--- src/rtl/qes_pkg.sv ---
// ----------------------------------------------------------------------------
// qes_pkg
// Shared types and constants of the quadrature encoder speed block.
// ----------------------------------------------------------------------------
`default_nettype none

package qes_pkg;

  localparam int unsigned TimeW  = 32;
  localparam int unsigned TickW  = 32;
  localparam int unsigned TdistW = 10;
  localparam int unsigned DistW  = TickW + TdistW;   // 42
  localparam int unsigned SpeedW = 32;
  localparam int unsigned ScaleW = 10;
  localparam int unsigned NumW   = DistW + ScaleW;   // 52, |diff| * 1000

  localparam logic [ScaleW-1:0] SpeedScale = ScaleW'(1000);

  localparam logic [TdistW-1:0] TickDistReset  = TdistW'(325);
  localparam logic [TimeW-1:0]  WindowReset    = TimeW'(10000);

  typedef enum logic {
    OP_SAMPLE = 1'b0,
    OP_CLEAR  = 1'b1
  } op_e;

  typedef enum logic [1:0] {
    DIR_NONE = 2'd0,
    DIR_FWD  = 2'd1,
    DIR_BWD  = 2'd2
  } dir_e;

  typedef enum logic {
    REG_TICK_DIST = 1'b0,
    REG_WINDOW    = 1'b1
  } reg_e;

  typedef enum logic [2:0] {
    ST_IDLE,
    ST_DIST,
    ST_PREP,
    ST_MULT,
    ST_DIV,
    ST_SAT,
    ST_EMIT
  } state_e;

  // One classified item between front and back
  typedef struct packed {
    op_e              op;
    dir_e             dir;
    logic             bad;
    logic [TimeW-1:0] time_us;
  } item_t;

endpackage

`default_nettype wire

--- src/rtl/quadrature_encoder_speed.sv ---
// ----------------------------------------------------------------------------
// quadrature_encoder_speed
// Quadrature decoder with tick counts, distance and windowed speed.
// ----------------------------------------------------------------------------
// Usage:
//   Slave stream: one item per transfer; tuser = operation (sample or clear),
//   tdata = pin_a, pin_b, time_us. Master stream: one result per item.
//   Configuration: write tick distance (index 0) or speed window (index 1)
//   while the block is idle; takes effect on the next item.
// Processing:
//   The front classifies an item on its transfer and parks it in a
//   two-entry queue. The back takes one item at a time: a clear or a sample
//   with no tick goes from idle to emit; a tick adds distance and prep, and
//   one that closes the speed window adds multiply, a serial divide with
//   one quotient bit per cycle (52 bits) and saturate. The back pops the
//   next item the cycle after a result is loaded.
// Reset:
//   Counters, pins, held distance, speed and window start clear to zero;
//   registers return to 325 um per tick and a 10000 us window.
// Stall:
//   A result waits in the output register; the back holds, the queue fills
//   and then tready drops on the slave side.
// ----------------------------------------------------------------------------
`default_nettype none

module quadrature_encoder_speed (
  input  wire logic        clk_i,
  input  wire logic        rst_ni,
  input  wire logic        s_axis_tvalid,
  output logic             s_axis_tready,
  input  wire logic [39:0] s_axis_tdata,   // pin_a, pin_b, time_us[31:0], zero pad
  input  wire logic        s_axis_tuser,   // operation
  output logic             m_axis_tvalid,
  input  wire logic        m_axis_tready,
  output logic [79:0]      m_axis_tdata,   // step_dir[1:0], bad_transition,
                                           // distance_um[41:0], speed_mm_s[31:0],
                                           // speed_updated, zero pad
  input  wire logic        cfg_we_i,
  input  wire logic        cfg_index_i,
  input  wire logic [31:0] cfg_wdata_i
);

  logic [qes_pkg::TdistW-1:0] tick_dist_q;
  logic [qes_pkg::TimeW-1:0]  window_q;

  logic            push, q_full, q_valid, pop;
  qes_pkg::item_t  item_in, item_out;

  qes_pkg::dir_e                 out_dir;
  logic                          out_bad, out_upd;
  logic [qes_pkg::DistW-1:0]     out_dist;
  logic [qes_pkg::SpeedW-1:0]    out_speed;

  // Configuration registers: plain writes, no read-back
  always_ff @(posedge clk_i or negedge rst_ni) begin
    if (!rst_ni) begin
      tick_dist_q <= qes_pkg::TickDistReset;
      window_q    <= qes_pkg::WindowReset;
    end else if (cfg_we_i) begin
      unique case (qes_pkg::reg_e'(cfg_index_i))
        qes_pkg::REG_TICK_DIST: tick_dist_q <= cfg_wdata_i[qes_pkg::TdistW-1:0];
        qes_pkg::REG_WINDOW:    window_q    <= cfg_wdata_i;
        default: ;
      endcase
    end
  end

  // Front: classify each sample against the previous pin pair
  qes_front u_front (
    .clk_i     (clk_i),
    .rst_ni    (rst_ni),
    .in_valid_i(s_axis_tvalid),
    .in_ready_o(s_axis_tready),
    .op_i      (qes_pkg::op_e'(s_axis_tuser)),
    .pin_a_i   (s_axis_tdata[0]),
    .pin_b_i   (s_axis_tdata[1]),
    .time_us_i (s_axis_tdata[33:2]),
    .q_full_i  (q_full),
    .push_o    (push),
    .item_o    (item_in)
  );

  // Queue: lets the front keep taking transfers while the back divides
  qes_queue u_queue (
    .clk_i  (clk_i),
    .rst_ni (rst_ni),
    .push_i (push),
    .data_i (item_in),
    .full_o (q_full),
    .pop_i  (pop),
    .valid_o(q_valid),
    .data_o (item_out)
  );

  // Back: counters, distance, speed, result register
  qes_back u_back (
    .clk_i      (clk_i),
    .rst_ni     (rst_ni),
    .tick_dist_i(tick_dist_q),
    .window_i   (window_q),
    .q_valid_i  (q_valid),
    .q_data_i   (item_out),
    .pop_o      (pop),
    .out_valid_o(m_axis_tvalid),
    .out_ready_i(m_axis_tready),
    .out_dir_o  (out_dir),
    .out_bad_o  (out_bad),
    .out_dist_o (out_dist),
    .out_speed_o(out_speed),
    .out_upd_o  (out_upd)
  );

  assign m_axis_tdata = {2'b00, out_upd, out_speed, out_dist, out_bad, out_dir};

  // Never take an item out of an empty queue
  a_pop_valid: assert property (@(posedge clk_i) disable iff (!rst_ni)
    pop |-> q_valid) else $error("pop from empty queue");

  // A speed update only follows a counted tick
  a_upd_tick: assert property (@(posedge clk_i) disable iff (!rst_ni)
    (m_axis_tvalid && out_upd) |-> (out_dir != qes_pkg::DIR_NONE))
    else $error("speed update without tick");

  // A bad transition never carries a tick
  a_bad_notick: assert property (@(posedge clk_i) disable iff (!rst_ni)
    (m_axis_tvalid && out_bad) |-> (out_dir == qes_pkg::DIR_NONE && !out_upd))
    else $error("bad transition with tick");

endmodule

`default_nettype wire

--- src/rtl/qes_front.sv ---
// ----------------------------------------------------------------------------
// qes_front
// Accepts samples, compares them with the previous pin pair, classifies.
// ----------------------------------------------------------------------------
`default_nettype none

module qes_front (
  input  wire logic                       clk_i,
  input  wire logic                       rst_ni,
  input  wire logic                       in_valid_i,
  output logic                            in_ready_o,
  input  wire qes_pkg::op_e               op_i,
  input  wire logic                       pin_a_i,
  input  wire logic                       pin_b_i,
  input  wire logic [qes_pkg::TimeW-1:0]  time_us_i,
  input  wire logic                       q_full_i,
  output logic                            push_o,
  output qes_pkg::item_t                  item_o
);

  logic last_a_q, last_a_d, last_b_q, last_b_d;
  logic fwd, bwd, moved;

  assign in_ready_o = !q_full_i;
  assign push_o     = in_valid_i && !q_full_i;

  always_comb begin
    fwd   = (pin_a_i == last_a_q && pin_b_i != last_b_q && pin_b_i == pin_a_i) ||
            (last_a_q == last_b_q && pin_a_i != last_a_q);
    bwd   = (pin_b_i == last_b_q && pin_a_i != last_a_q && pin_a_i == pin_b_i) ||
            (last_a_q == last_b_q && pin_b_i != last_b_q);
    moved = (pin_a_i != last_a_q) || (pin_b_i != last_b_q);

    item_o.op      = op_i;
    item_o.time_us = time_us_i;
    item_o.dir     = qes_pkg::DIR_NONE;
    item_o.bad     = 1'b0;
    if (op_i == qes_pkg::OP_SAMPLE) begin
      priority if (fwd) begin
        item_o.dir = qes_pkg::DIR_FWD;
      end else if (bwd) begin
        item_o.dir = qes_pkg::DIR_BWD;
      end else begin
        item_o.bad = moved;
      end
    end

    last_a_d = last_a_q;
    last_b_d = last_b_q;
    if (push_o && op_i == qes_pkg::OP_SAMPLE) begin
      last_a_d = pin_a_i;
      last_b_d = pin_b_i;
    end
  end

  always_ff @(posedge clk_i or negedge rst_ni) begin
    if (!rst_ni) begin
      last_a_q <= 1'b0;
      last_b_q <= 1'b0;
    end else begin
      last_a_q <= last_a_d;
      last_b_q <= last_b_d;
    end
  end

endmodule

`default_nettype wire

--- src/rtl/qes_queue.sv ---
// ----------------------------------------------------------------------------
// qes_queue
// Two-entry queue of classified items between front and back.
// ----------------------------------------------------------------------------
`default_nettype none

module qes_queue (
  input  wire logic            clk_i,
  input  wire logic            rst_ni,
  input  wire logic            push_i,
  input  wire qes_pkg::item_t  data_i,
  output logic                 full_o,
  input  wire logic            pop_i,
  output logic                 valid_o,
  output qes_pkg::item_t       data_o
);

  qes_pkg::item_t mem_q [2];
  logic           wr_ptr_q, wr_ptr_d, rd_ptr_q, rd_ptr_d;
  logic [1:0]     cnt_q, cnt_d;

  assign full_o  = cnt_q == 2'd2;
  assign valid_o = cnt_q != 2'd0;
  assign data_o  = mem_q[rd_ptr_q];

  always_comb begin
    wr_ptr_d = push_i ? !wr_ptr_q : wr_ptr_q;
    rd_ptr_d = pop_i  ? !rd_ptr_q : rd_ptr_q;
    cnt_d    = cnt_q + 2'(push_i) - 2'(pop_i);
  end

  always_ff @(posedge clk_i or negedge rst_ni) begin
    if (!rst_ni) begin
      wr_ptr_q <= 1'b0;
      rd_ptr_q <= 1'b0;
      cnt_q    <= 2'd0;
    end else begin
      wr_ptr_q <= wr_ptr_d;
      rd_ptr_q <= rd_ptr_d;
      cnt_q    <= cnt_d;
    end
  end

  always_ff @(posedge clk_i) begin
    if (push_i) begin
      mem_q[wr_ptr_q] <= data_i;
    end
  end

endmodule

`default_nettype wire

--- src/rtl/qes_div.sv ---
// ----------------------------------------------------------------------------
// qes_div
// Restoring unsigned divider, one quotient bit per cycle.
// ----------------------------------------------------------------------------
`default_nettype none

module qes_div (
  input  wire logic                        clk_i,
  input  wire logic                        rst_ni,
  input  wire logic                        start_i,
  input  wire logic [qes_pkg::NumW-1:0]    num_i,
  input  wire logic [qes_pkg::TimeW-1:0]   den_i,
  output logic                             done_o,
  output logic [qes_pkg::NumW-1:0]         quo_o
);

  localparam int unsigned CntW = $clog2(qes_pkg::NumW + 1);

  logic [CntW-1:0]            cnt_q, cnt_d;
  logic                       done_q, done_d;
  logic [qes_pkg::TimeW:0]    rem_q, rem_d, rem_sh;
  logic [qes_pkg::NumW-1:0]   quo_q, quo_d;
  logic [qes_pkg::TimeW-1:0]  den_q, den_d;
  logic                       fit;

  assign done_o = done_q;
  assign quo_o  = quo_q;

  always_comb begin
    rem_sh = {rem_q[qes_pkg::TimeW-1:0], quo_q[qes_pkg::NumW-1]};
    fit    = rem_sh >= {1'b0, den_q};
    rem_d  = rem_q;
    quo_d  = quo_q;
    den_d  = den_q;
    cnt_d  = cnt_q;
    done_d = 1'b0;
    if (start_i) begin
      rem_d = '0;
      quo_d = num_i;
      den_d = den_i;
      cnt_d = CntW'(qes_pkg::NumW);
    end else if (cnt_q != '0) begin
      rem_d  = fit ? rem_sh - {1'b0, den_q} : rem_sh;
      quo_d  = {quo_q[qes_pkg::NumW-2:0], fit};
      cnt_d  = cnt_q - CntW'(1);
      done_d = cnt_q == CntW'(1);
    end
  end

  always_ff @(posedge clk_i or negedge rst_ni) begin
    if (!rst_ni) begin
      cnt_q  <= '0;
      done_q <= 1'b0;
    end else begin
      cnt_q  <= cnt_d;
      done_q <= done_d;
    end
  end

  always_ff @(posedge clk_i) begin
    rem_q <= rem_d;
    quo_q <= quo_d;
    den_q <= den_d;
  end

endmodule

`default_nettype wire

--- src/rtl/qes_back.sv ---
// ----------------------------------------------------------------------------
// qes_back
// Tick counters, distance, windowed speed and the result register.
// ----------------------------------------------------------------------------
`default_nettype none

module qes_back (
  input  wire logic                        clk_i,
  input  wire logic                        rst_ni,
  input  wire logic [qes_pkg::TdistW-1:0]  tick_dist_i,
  input  wire logic [qes_pkg::TimeW-1:0]   window_i,
  input  wire logic                        q_valid_i,
  input  wire qes_pkg::item_t              q_data_i,
  output logic                             pop_o,
  output logic                             out_valid_o,
  input  wire logic                        out_ready_i,
  output qes_pkg::dir_e                    out_dir_o,
  output logic                             out_bad_o,
  output logic [qes_pkg::DistW-1:0]        out_dist_o,
  output logic [qes_pkg::SpeedW-1:0]       out_speed_o,
  output logic                             out_upd_o
);

  localparam int unsigned DistW = qes_pkg::DistW;
  localparam int unsigned TickW = qes_pkg::TickW;
  localparam int unsigned TimeW = qes_pkg::TimeW;
  localparam int unsigned SpeedW = qes_pkg::SpeedW;
  localparam int unsigned NumW = qes_pkg::NumW;

  qes_pkg::state_e state_q, state_d;

  logic [TickW-1:0]  fwd_q, bwd_q;
  logic [DistW-1:0]  held_dist_q, wsd_q, dist_q, mag_q;
  logic [SpeedW-1:0] held_speed_q;
  logic [TimeW-1:0]  wst_q, time_q, elapsed;
  logic              neg_q;
  qes_pkg::dir_e     dir_q;
  logic              bad_q, upd_q;

  logic              out_valid_q;
  qes_pkg::dir_e     out_dir_q;
  logic              out_bad_q, out_upd_q;
  logic [DistW-1:0]  out_dist_q;
  logic [SpeedW-1:0] out_speed_q;

  logic              div_start, div_done, out_load, out_free;
  logic [NumW-1:0]   div_quo, num;
  logic [TickW-1:0]  larger;
  logic [SpeedW-1:0] sat;

  qes_div u_div (
    .clk_i  (clk_i),
    .rst_ni (rst_ni),
    .start_i(div_start),
    .num_i  (num),
    .den_i  (elapsed),
    .done_o (div_done),
    .quo_o  (div_quo)
  );

  always_comb begin
    elapsed  = time_q - wst_q;
    larger   = (fwd_q >= bwd_q) ? fwd_q : bwd_q;
    num      = NumW'(mag_q) * NumW'(qes_pkg::SpeedScale);
    out_free = !out_valid_q || out_ready_i;
    // Saturate the signed quotient to the 32-bit range
    if (neg_q) begin
      sat = (div_quo >= NumW'(64'h8000_0000)) ? SpeedW'(32'h8000_0000)
                                               : SpeedW'(-div_quo[SpeedW-1:0]);
    end else begin
      sat = (div_quo > NumW'(64'h7FFF_FFFF)) ? SpeedW'(32'h7FFF_FFFF)
                                              : div_quo[SpeedW-1:0];
    end
  end

  // Next state
  always_comb begin
    state_d = state_q;
    unique case (state_q)
      qes_pkg::ST_IDLE: begin
        if (q_valid_i) begin
          state_d = (q_data_i.op == qes_pkg::OP_SAMPLE && q_data_i.dir != qes_pkg::DIR_NONE)
                    ? qes_pkg::ST_DIST : qes_pkg::ST_EMIT;
        end
      end
      qes_pkg::ST_DIST: state_d = qes_pkg::ST_PREP;
      qes_pkg::ST_PREP: state_d = (elapsed > window_i) ? qes_pkg::ST_MULT : qes_pkg::ST_EMIT;
      qes_pkg::ST_MULT: state_d = qes_pkg::ST_DIV;
      qes_pkg::ST_DIV:  state_d = div_done ? qes_pkg::ST_SAT : qes_pkg::ST_DIV;
      qes_pkg::ST_SAT:  state_d = qes_pkg::ST_EMIT;
      qes_pkg::ST_EMIT: state_d = out_free ? qes_pkg::ST_IDLE : qes_pkg::ST_EMIT;
      default:          state_d = qes_pkg::ST_IDLE;
    endcase
  end

  // Control outputs
  always_comb begin
    pop_o     = 1'b0;
    div_start = 1'b0;
    out_load  = 1'b0;
    unique case (state_q)
      qes_pkg::ST_IDLE: pop_o     = q_valid_i;
      qes_pkg::ST_MULT: div_start = 1'b1;
      qes_pkg::ST_EMIT: out_load  = out_free;
      default: ;
    endcase
  end

  always_ff @(posedge clk_i or negedge rst_ni) begin
    if (!rst_ni) begin
      state_q      <= qes_pkg::ST_IDLE;
      fwd_q        <= '0;
      bwd_q        <= '0;
      held_dist_q  <= '0;
      held_speed_q <= '0;
      wst_q        <= '0;
      wsd_q        <= '0;
      out_valid_q  <= 1'b0;
    end else begin
      state_q <= state_d;
      if (pop_o) begin
        if (q_data_i.op == qes_pkg::OP_CLEAR) begin
          fwd_q <= '0;
          bwd_q <= '0;
        end else if (q_data_i.dir == qes_pkg::DIR_FWD) begin
          fwd_q <= fwd_q + TickW'(1);
        end else if (q_data_i.dir == qes_pkg::DIR_BWD) begin
          bwd_q <= bwd_q + TickW'(1);
        end
      end
      if (state_q == qes_pkg::ST_PREP) begin
        held_dist_q <= dist_q;
      end
      if (state_q == qes_pkg::ST_SAT) begin
        held_speed_q <= sat;
        wst_q        <= time_q;
        wsd_q        <= dist_q;
      end
      if (out_load) begin
        out_valid_q <= 1'b1;
      end else if (out_ready_i) begin
        out_valid_q <= 1'b0;
      end
    end
  end

  always_ff @(posedge clk_i) begin
    if (pop_o) begin
      time_q <= q_data_i.time_us;
      dir_q  <= (q_data_i.op == qes_pkg::OP_CLEAR) ? qes_pkg::DIR_NONE : q_data_i.dir;
      bad_q  <= (q_data_i.op == qes_pkg::OP_CLEAR) ? 1'b0 : q_data_i.bad;
      upd_q  <= 1'b0;
    end
    if (state_q == qes_pkg::ST_DIST) begin
      dist_q <= DistW'(larger) * DistW'(tick_dist_i);
    end
    if (state_q == qes_pkg::ST_PREP) begin
      neg_q <= dist_q < wsd_q;
      mag_q <= (dist_q < wsd_q) ? wsd_q - dist_q : dist_q - wsd_q;
    end
    if (state_q == qes_pkg::ST_SAT) begin
      upd_q <= 1'b1;
    end
    if (out_load) begin
      out_dir_q   <= dir_q;
      out_bad_q   <= bad_q;
      out_dist_q  <= held_dist_q;
      out_speed_q <= held_speed_q;
      out_upd_q   <= upd_q;
    end
  end

  assign out_valid_o = out_valid_q;
  assign out_dir_o   = out_dir_q;
  assign out_bad_o   = out_bad_q;
  assign out_dist_o  = out_dist_q;
  assign out_speed_o = out_speed_q;
  assign out_upd_o   = out_upd_q;

endmodule

`default_nettype wire

--- config.mk ---
export PLATFORM = sky130hd
export DESIGN_NAME = quadrature_encoder_speed
export DESIGN_NICKNAME = d
export VERILOG_FILES = /design/src/rtl/qes_pkg.sv /design/src/rtl/quadrature_encoder_speed.sv /design/src/rtl/qes_front.sv /design/src/rtl/qes_queue.sv /design/src/rtl/qes_div.sv /design/src/rtl/qes_back.sv
export SDC_FILE = /design/constraint.sdc
export NUM_CORES = 2
export LEC_CHECK = 0
export BUFFER_PORTS_ARGS = -buffer_cell sky130_fd_sc_hd__buf_2
export CAP_MARGIN = 20
export CORE_MARGIN = 2
export CORE_UTILIZATION = 58
export DETAILED_ROUTE_END_ITERATION = 10
export GPL_ROUTABILITY_DRIVEN = 0
export PLACE_DENSITY = 0.78
export SETUP_SLACK_MARGIN = 0.1
export SKIP_LAST_GASP = 1
export SLEW_MARGIN = 30
export SYNTH_ARGS = -nofsm -noshare
export SYNTH_HDL_FRONTEND = slang
export SYNTH_SLANG_ARGS = --single-unit
--- constraint.sdc ---
create_clock -name clk_i -period 9.13 [get_ports clk_i]
set_input_delay 0.913 -clock clk_i [delete_from_list [all_inputs] [get_ports clk_i]]
set_output_delay 0.913 -clock clk_i [all_outputs]
set_load 0.1 [all_outputs]
== After elaboration in Yosys (flattened, before gate mapping) ==
Memory sizes are Yosys's and may differ from the RTL's.
Cells that the tools add are included.
Word-level totals
  memories kept: 1
  bits of input ports: 79
  flip-flop bits (word level): 586
  memory bits (writable): 72
Operators by class
  reduce and logical (&&, ||, !) cells: 29
  bitwise gates (word level): 3
  multiplexer cells: 35
  order comparisons: 6
  equality and inequality tests: 19
  multiply operators: 2
  add/sub/neg operators: 10
Memory list
  u_queue.mem_q: words 2, bits a word 36, rd ports 1, clocked after memory_dff 0, write ports 1, RTL line qes_queue.sv:18  | qes_pkg::item_t mem_q [2];
Operators by type and width (count)
  two-way mux 32 bit: 10
  two-way mux 52 bit: 2
  subtractor 42 bit: 2
  adder 32 x 1 -> 32 bit (second input constant): 2
  subtractor 32 bit: 2
  >= comparator 52 x 32 -> 1 bit (second input constant): 1
  > comparator 52 x 31 -> 1 bit (second input constant): 1
  multiplier 42 x 7 -> 49 bit (second input constant): 1
  < comparator 42 bit: 1
  multiplier 32 x 10 -> 42 bit: 1
  two-way mux 42 bit: 1
  >= comparator 33 x 32 -> 1 bit: 1
  >= comparator 32 bit: 1
  > comparator 32 bit: 1
  negator 32 bit: 1
  one-hot mux 3 bit (7 select lines): 1
  two-way mux 3 bit: 5
  two-way mux 1 bit: 12
  two-way mux 6 bit: 2
  nonzero test 2 bit: 6
  equality test 3 bit (second input constant): 3
  logical AND 1 bit: 9
  equality test 3 x 2 -> 1 bit (second input constant): 2
  equality test 6 x 1 -> 1 bit (second input constant): 1
  other kinds (17): 35

== Longest topological paths before layout ==
  depth in word-level cells: 7
  mapped depth: 35
  mapped depth without buffers: 31

== Hierarchy ==
A second synthesis with hierarchy kept.
Unflattened totals
  cell total of the unflattened synthesis: 4929
  area, all modules: 51745.9 um2
Modules (own cells, without submodules)
  qes_back: sequential area each 11370.9 um2, cells an instance 4035, times used 1, area an instance 39900.8 um2
  qes_div: sequential area each 3338.2 um2, cells an instance 622, times used 1, area an instance 6840.3 um2
  qes_queue: sequential area each 2262.2 um2, cells an instance 127, times used 1, area an instance 2946.6 um2
  quadrature_encoder_speed: sequential area each 1062.3 um2, cells an instance 95, times used 1, area an instance 1622.8 um2
  qes_front: sequential area each 50.0 um2, cells an instance 50, times used 1, area an instance 435.4 um2

== Worst setup path after synthesis ==
Ideal clock, no wire load.
  kind: reg-to-reg
  start point: register u_back.bwd_q[1]
  end point: register u_back.dist_q[40], data pin
  buffers on the path: 3
  setup time: 261 ps
  path slack: 614 ps
  clock period less this slack: 8516 ps
  arrival: 8255 ps
  cell stages (with the launch flop): 33
  cell sequence: dfrtp_1 clkbuf_1 inv_1 ha_1 a21o_1 a21o_1 a21o_1 a21o_1 a2111oi_0 o21bai_1 a221oi_2 buf_4 buf_6 mux2_1 fa_1 inv_1 fa_1 inv_1 fa_1 inv_1 fa_1 inv_1 fa_1 inv_1 ha_1 o21a_1 o21ai_0 a22oi_1 a2111oi_0 nor2_1 a311oi_1 nor4_1 a311o_1
On the way
  longest elaborated chain between the ends: 3
RTL lines
  start: declaration: RTL line qes_back.sv:32  | logic [TickW-1:0] fwd_q, bwd_q;
  start signal: assignment: RTL line qes_back.sv:128  | bwd_q <= bwd_q + TickW'(1);
  >= comparator 32 bit: RTL line qes_back.sv:63  | larger = (fwd_q >= bwd_q) ? fwd_q : bwd_q;
  two-way mux 32 bit *: RTL line qes_back.sv:63
  multiplier 32 x 10 -> 42 bit *: RTL line qes_back.sv:155  | dist_q <= DistW'(larger) * DistW'(tick_dist_i);
  end signal: assignment: RTL line qes_back.sv:155
  end: declaration: RTL line qes_back.sv:33  | logic [DistW-1:0] held_dist_q, wsd_q, dist_q, mag_q;
Mark *: on every way between the ends. The rest lies on a longest branch, timed or not.
A chain may end at the register's enable or synchronous reset.

== Worst setup path after layout ==
  start point: register u_back.fwd_q[0]
  end point: register u_back.dist_q[32], data pin
On the way
  longest elaborated chain between the ends: 3
RTL lines
  start: declaration: RTL line qes_back.sv:32
  start signal: assignment: RTL line qes_back.sv:126  | fwd_q <= fwd_q + TickW'(1);
  >= comparator 32 bit: RTL line qes_back.sv:63
  two-way mux 32 bit *: RTL line qes_back.sv:63
  multiplier 32 x 10 -> 42 bit *: RTL line qes_back.sv:155
Marks and branches as above.

==> flow_summary.yaml <==
die:
  fp-row-count: 114
  coreArea_mm2: 0.09642
  dieWidth_um: 315.6
  io-pin-count: 161
  die_h_um: 315.6
  initial_core_util_pct: 58.41
  dieArea_mm2: 0.09961
cts:
  clk_pin_slew_worst_paths_ns: 0.06
  cts_tree: "done"
  cts-buffers-inserted: 71
  clockBufferDepth: 3
  clock_latency_ns: 0.67
  htree_levels: 3
  hold_buffers: 0
  cts_root_buf: "clkbuf_16"
  cts.sinks: 658
pwr:
  p_leak_nw: 25.67
  powerDensity_mw_per_mm2: 109.3
  peakVddDrop_mv: 0.1063
critical_path:
  slowest_stage: "or4b_2"
  crit_required_ns: 9.63
  cp_num_buf_inv: 13
  cp-end-kind: "flop"
  slowest_delay_ns: 0.60
  path_common_cell: "buf_4"
  crit_arrival_ns: 9.19
  worstSetupStartpointType: "flop"
  cp_max_fo: 15
  crit_type: "reg2reg"
  crit_family: "adder cells"
synthesis:
  synth_cells: 5835
  seq_area_frac_synth_pct: 32.06
  synthTopCellsByArea: "edfxtp_1 19%, fa_1 14%, dfrtp_1 12%"
  synth_async_sr_flop_share_pct: 41.19
  synth.most_common_cell: "nand2_1"
  yosys_register_bits: 658
  netlist.area_leader.share_pct: 18.72
  ys_warn_count: 0
  ys_top_cells_by_count: "949 x nand2_1, 526 x inv_1, 400 x fa_1, 400 x ha_1, 351 x edfxtp_1"
  yosysUniqueCellTypes: 94
  synth_edf_count: 351
  synth_top_cell_by_area: "edfxtp_1"
  synthesis.area_mm2: 0.05632
  synth_flop_cell: "edfxtp_1"
  avgSynthCellArea_um2: 9.652
timing:
  setup_tns_ns: 0
  fmax_mhz: 115.0
  setup-violations-final: 0
  drv_slew: 0
  fin_skew_ns: 0.04648
  worst_pin_slew_ns: 0.9150
  hold_viol_final: 0
  rsz0062_at_grt: "false"
  fin_crit_sh_pct: 95.22
  period_needed_ns: 8.694
  relSlewSlack_pct: 39.00
global_route:
  top_usage_layer: "met2"
  grt_pass1_vias: 43260
  use_met2_pct: 45.33
  met1_usage_pct: 36.60
  grt_usage_pct: 27.32
  antenna_found_initial: 6
  grt_use_met3_pct: 4.152
  overflow: 0
  grt_pass1_wl_um: 220600
  grt_start_max_net_pins: 85
detailed_routing:
  drt.antenna.violating_nets: 0
  post_drt_wl_per_cell_um: 18.74
  first_iter_violations: 4139
  vias_per_cell: 5.974
  dr.pass1.iters: 8
  drc: 0
  finalWirelength_um: 136600
  vias: 43540
placement:
  io_buffers: 152
  place_hpwl_um: 101400
  place_inst: 7141
cells_and_area:
  final_cells: 7287
  post_route_cells_drive_above_1_share_pct: 12.29
  area_growth_pct: 9.666
  fin_nets: 6826
hold_path:
  hold_path.class: "in2async"
job:
  drv_cap: 0
status:
  outcome: "completed"
-- state kept, by name (all words and copies together), names as in the netlist, 2 cells and up --
signal,count
u_queue.mem_q,72
window_q,32
u_back.u_div.rem_q,32
u_back.out_speed_o,32
u_back.held_dist_q,42
u_back.held_speed_q,32
u_back.bwd_q,32
u_back.out_dir_o,2
u_back.wsd_q,42
u_queue.cnt_q,2
u_back.dist_q,42
u_back.mag_q,42
u_back.dir_q,2
u_back.wst_q,32
u_back.time_q,32
u_back.out_dist_o,42
u_back.fwd_q,32
u_back.u_div.quo_o,52
u_back.state_q,3
u_back.u_div.den_q,32
tick_dist_q,10
u_back.u_div.cnt_q,6
-- power breakdown --
part | switching (mW) | internal (mW) | total [mW]
Clock | 1.29 | 1.71 | 3.00
Combinational | 0.254 | 0.132 | 0.386
Sequential | 0.114 | 3.25 | 3.37
Total | 1.66 | 5.09 | 6.75
-- repair_timing --
item	CTS	global route
setup endpoints to repair	0	16
resized for setup	0	45
buffers inserted	0	4
-- per-stage QoR --
step                utilization (%)  hold slack (ns)  total power [mW]  setup slack, ns  instance area, µm²
CTS                           63.67           0.2481             6.785           0.1091               61390
floorplan                         -           0.4003             3.637           0.6141               56320
global placement              61.09           0.4040             3.764           0.2013               58910
global route                  64.05           0.2909             6.954          0.04495               61760
detailed placement            61.16           0.4106             3.798           0.1382               58970
finish                        64.05           0.2280             6.750           0.4362               61760
-- logic make-up after synthesis --
kind of cell | share of synthesized area (%)
multiplexers | 9.751
AO/OA/AOI/OAI | 12.48
flip-flops | 32.06
XOR/XNOR | 3.670
buffers and inverters | 6.172
adder cells (fa/ha/maj) | 23.10
AND/OR/NAND/NOR | 12.76
other | 0.006658
-- final cells by class --
class,instances,area (µm²)
antenna,5,12.51
tap,1276,1597
fill,7568,34660
timing repair buffer,371,2695
inverter,527,1979
sequential,658,18060
clock inverter,43,525.5
multi-input combinational,4318,35000
clock buffer,89,1896
-- path summary, 6_finish.rpt --
| path | startpoint | endpoint | slack, ns | cells past startpoint |
|---|---|---|---|---|
| max | u_back.fwd_q[0]$_DFFE_PN0P_ | u_back.dist_q[32]$_DFFE_PP_ | 0.44 | 38 |
| min | rst_ni | u_back.wst_q[2]$_DFFE_PN0P_ | 0.23 | 1 |
| max reg2reg | u_back.fwd_q[0]$_DFFE_PN0P_ | u_back.dist_q[32]$_DFFE_PP_ | 0.44 | 38 |
| min reg2reg | u_back.dir_q[0]$_SDFFCE_PP0P_ | u_back.out_dir_o[0]$_DFFE_PP_ | 0.42 | 0 |
| max in group asynchronous | rst_ni | window_q[25]$_DFFE_PN0P_ | 7.63 | 2 |
| min in group clk_i | u_back.dir_q[0]$_SDFFCE_PP0P_ | u_back.out_dir_o[0]$_DFFE_PP_ | 0.42 | 0 |
-- metal layers --
layer  vias up  share of wire, %
li1      20270                 -
met1     21140                42
met2      1801                48
met3       335               7.7
met4         0               3.2
met5         -                 0
-- cell usage in the layout, fill, tap and decap left out, types with 76 or more instances in the layout --
master,count
xnor2_1,154
clkbuf_16,76
nand2_1,949
nor2_1,227
mux2_2,170
a21oi_1,334
ha_1,400
o21ai_0,321
edfxtp_1,351
inv_1,524
mux2i_1,199
buf_2,151
a21o_1,148
buf_4,199
dfrtp_1,256
nand3_1,94
fa_1,399
mux2_1,131
xor2_1,82
Note: power is estimated with default switching activity, not from simulation.
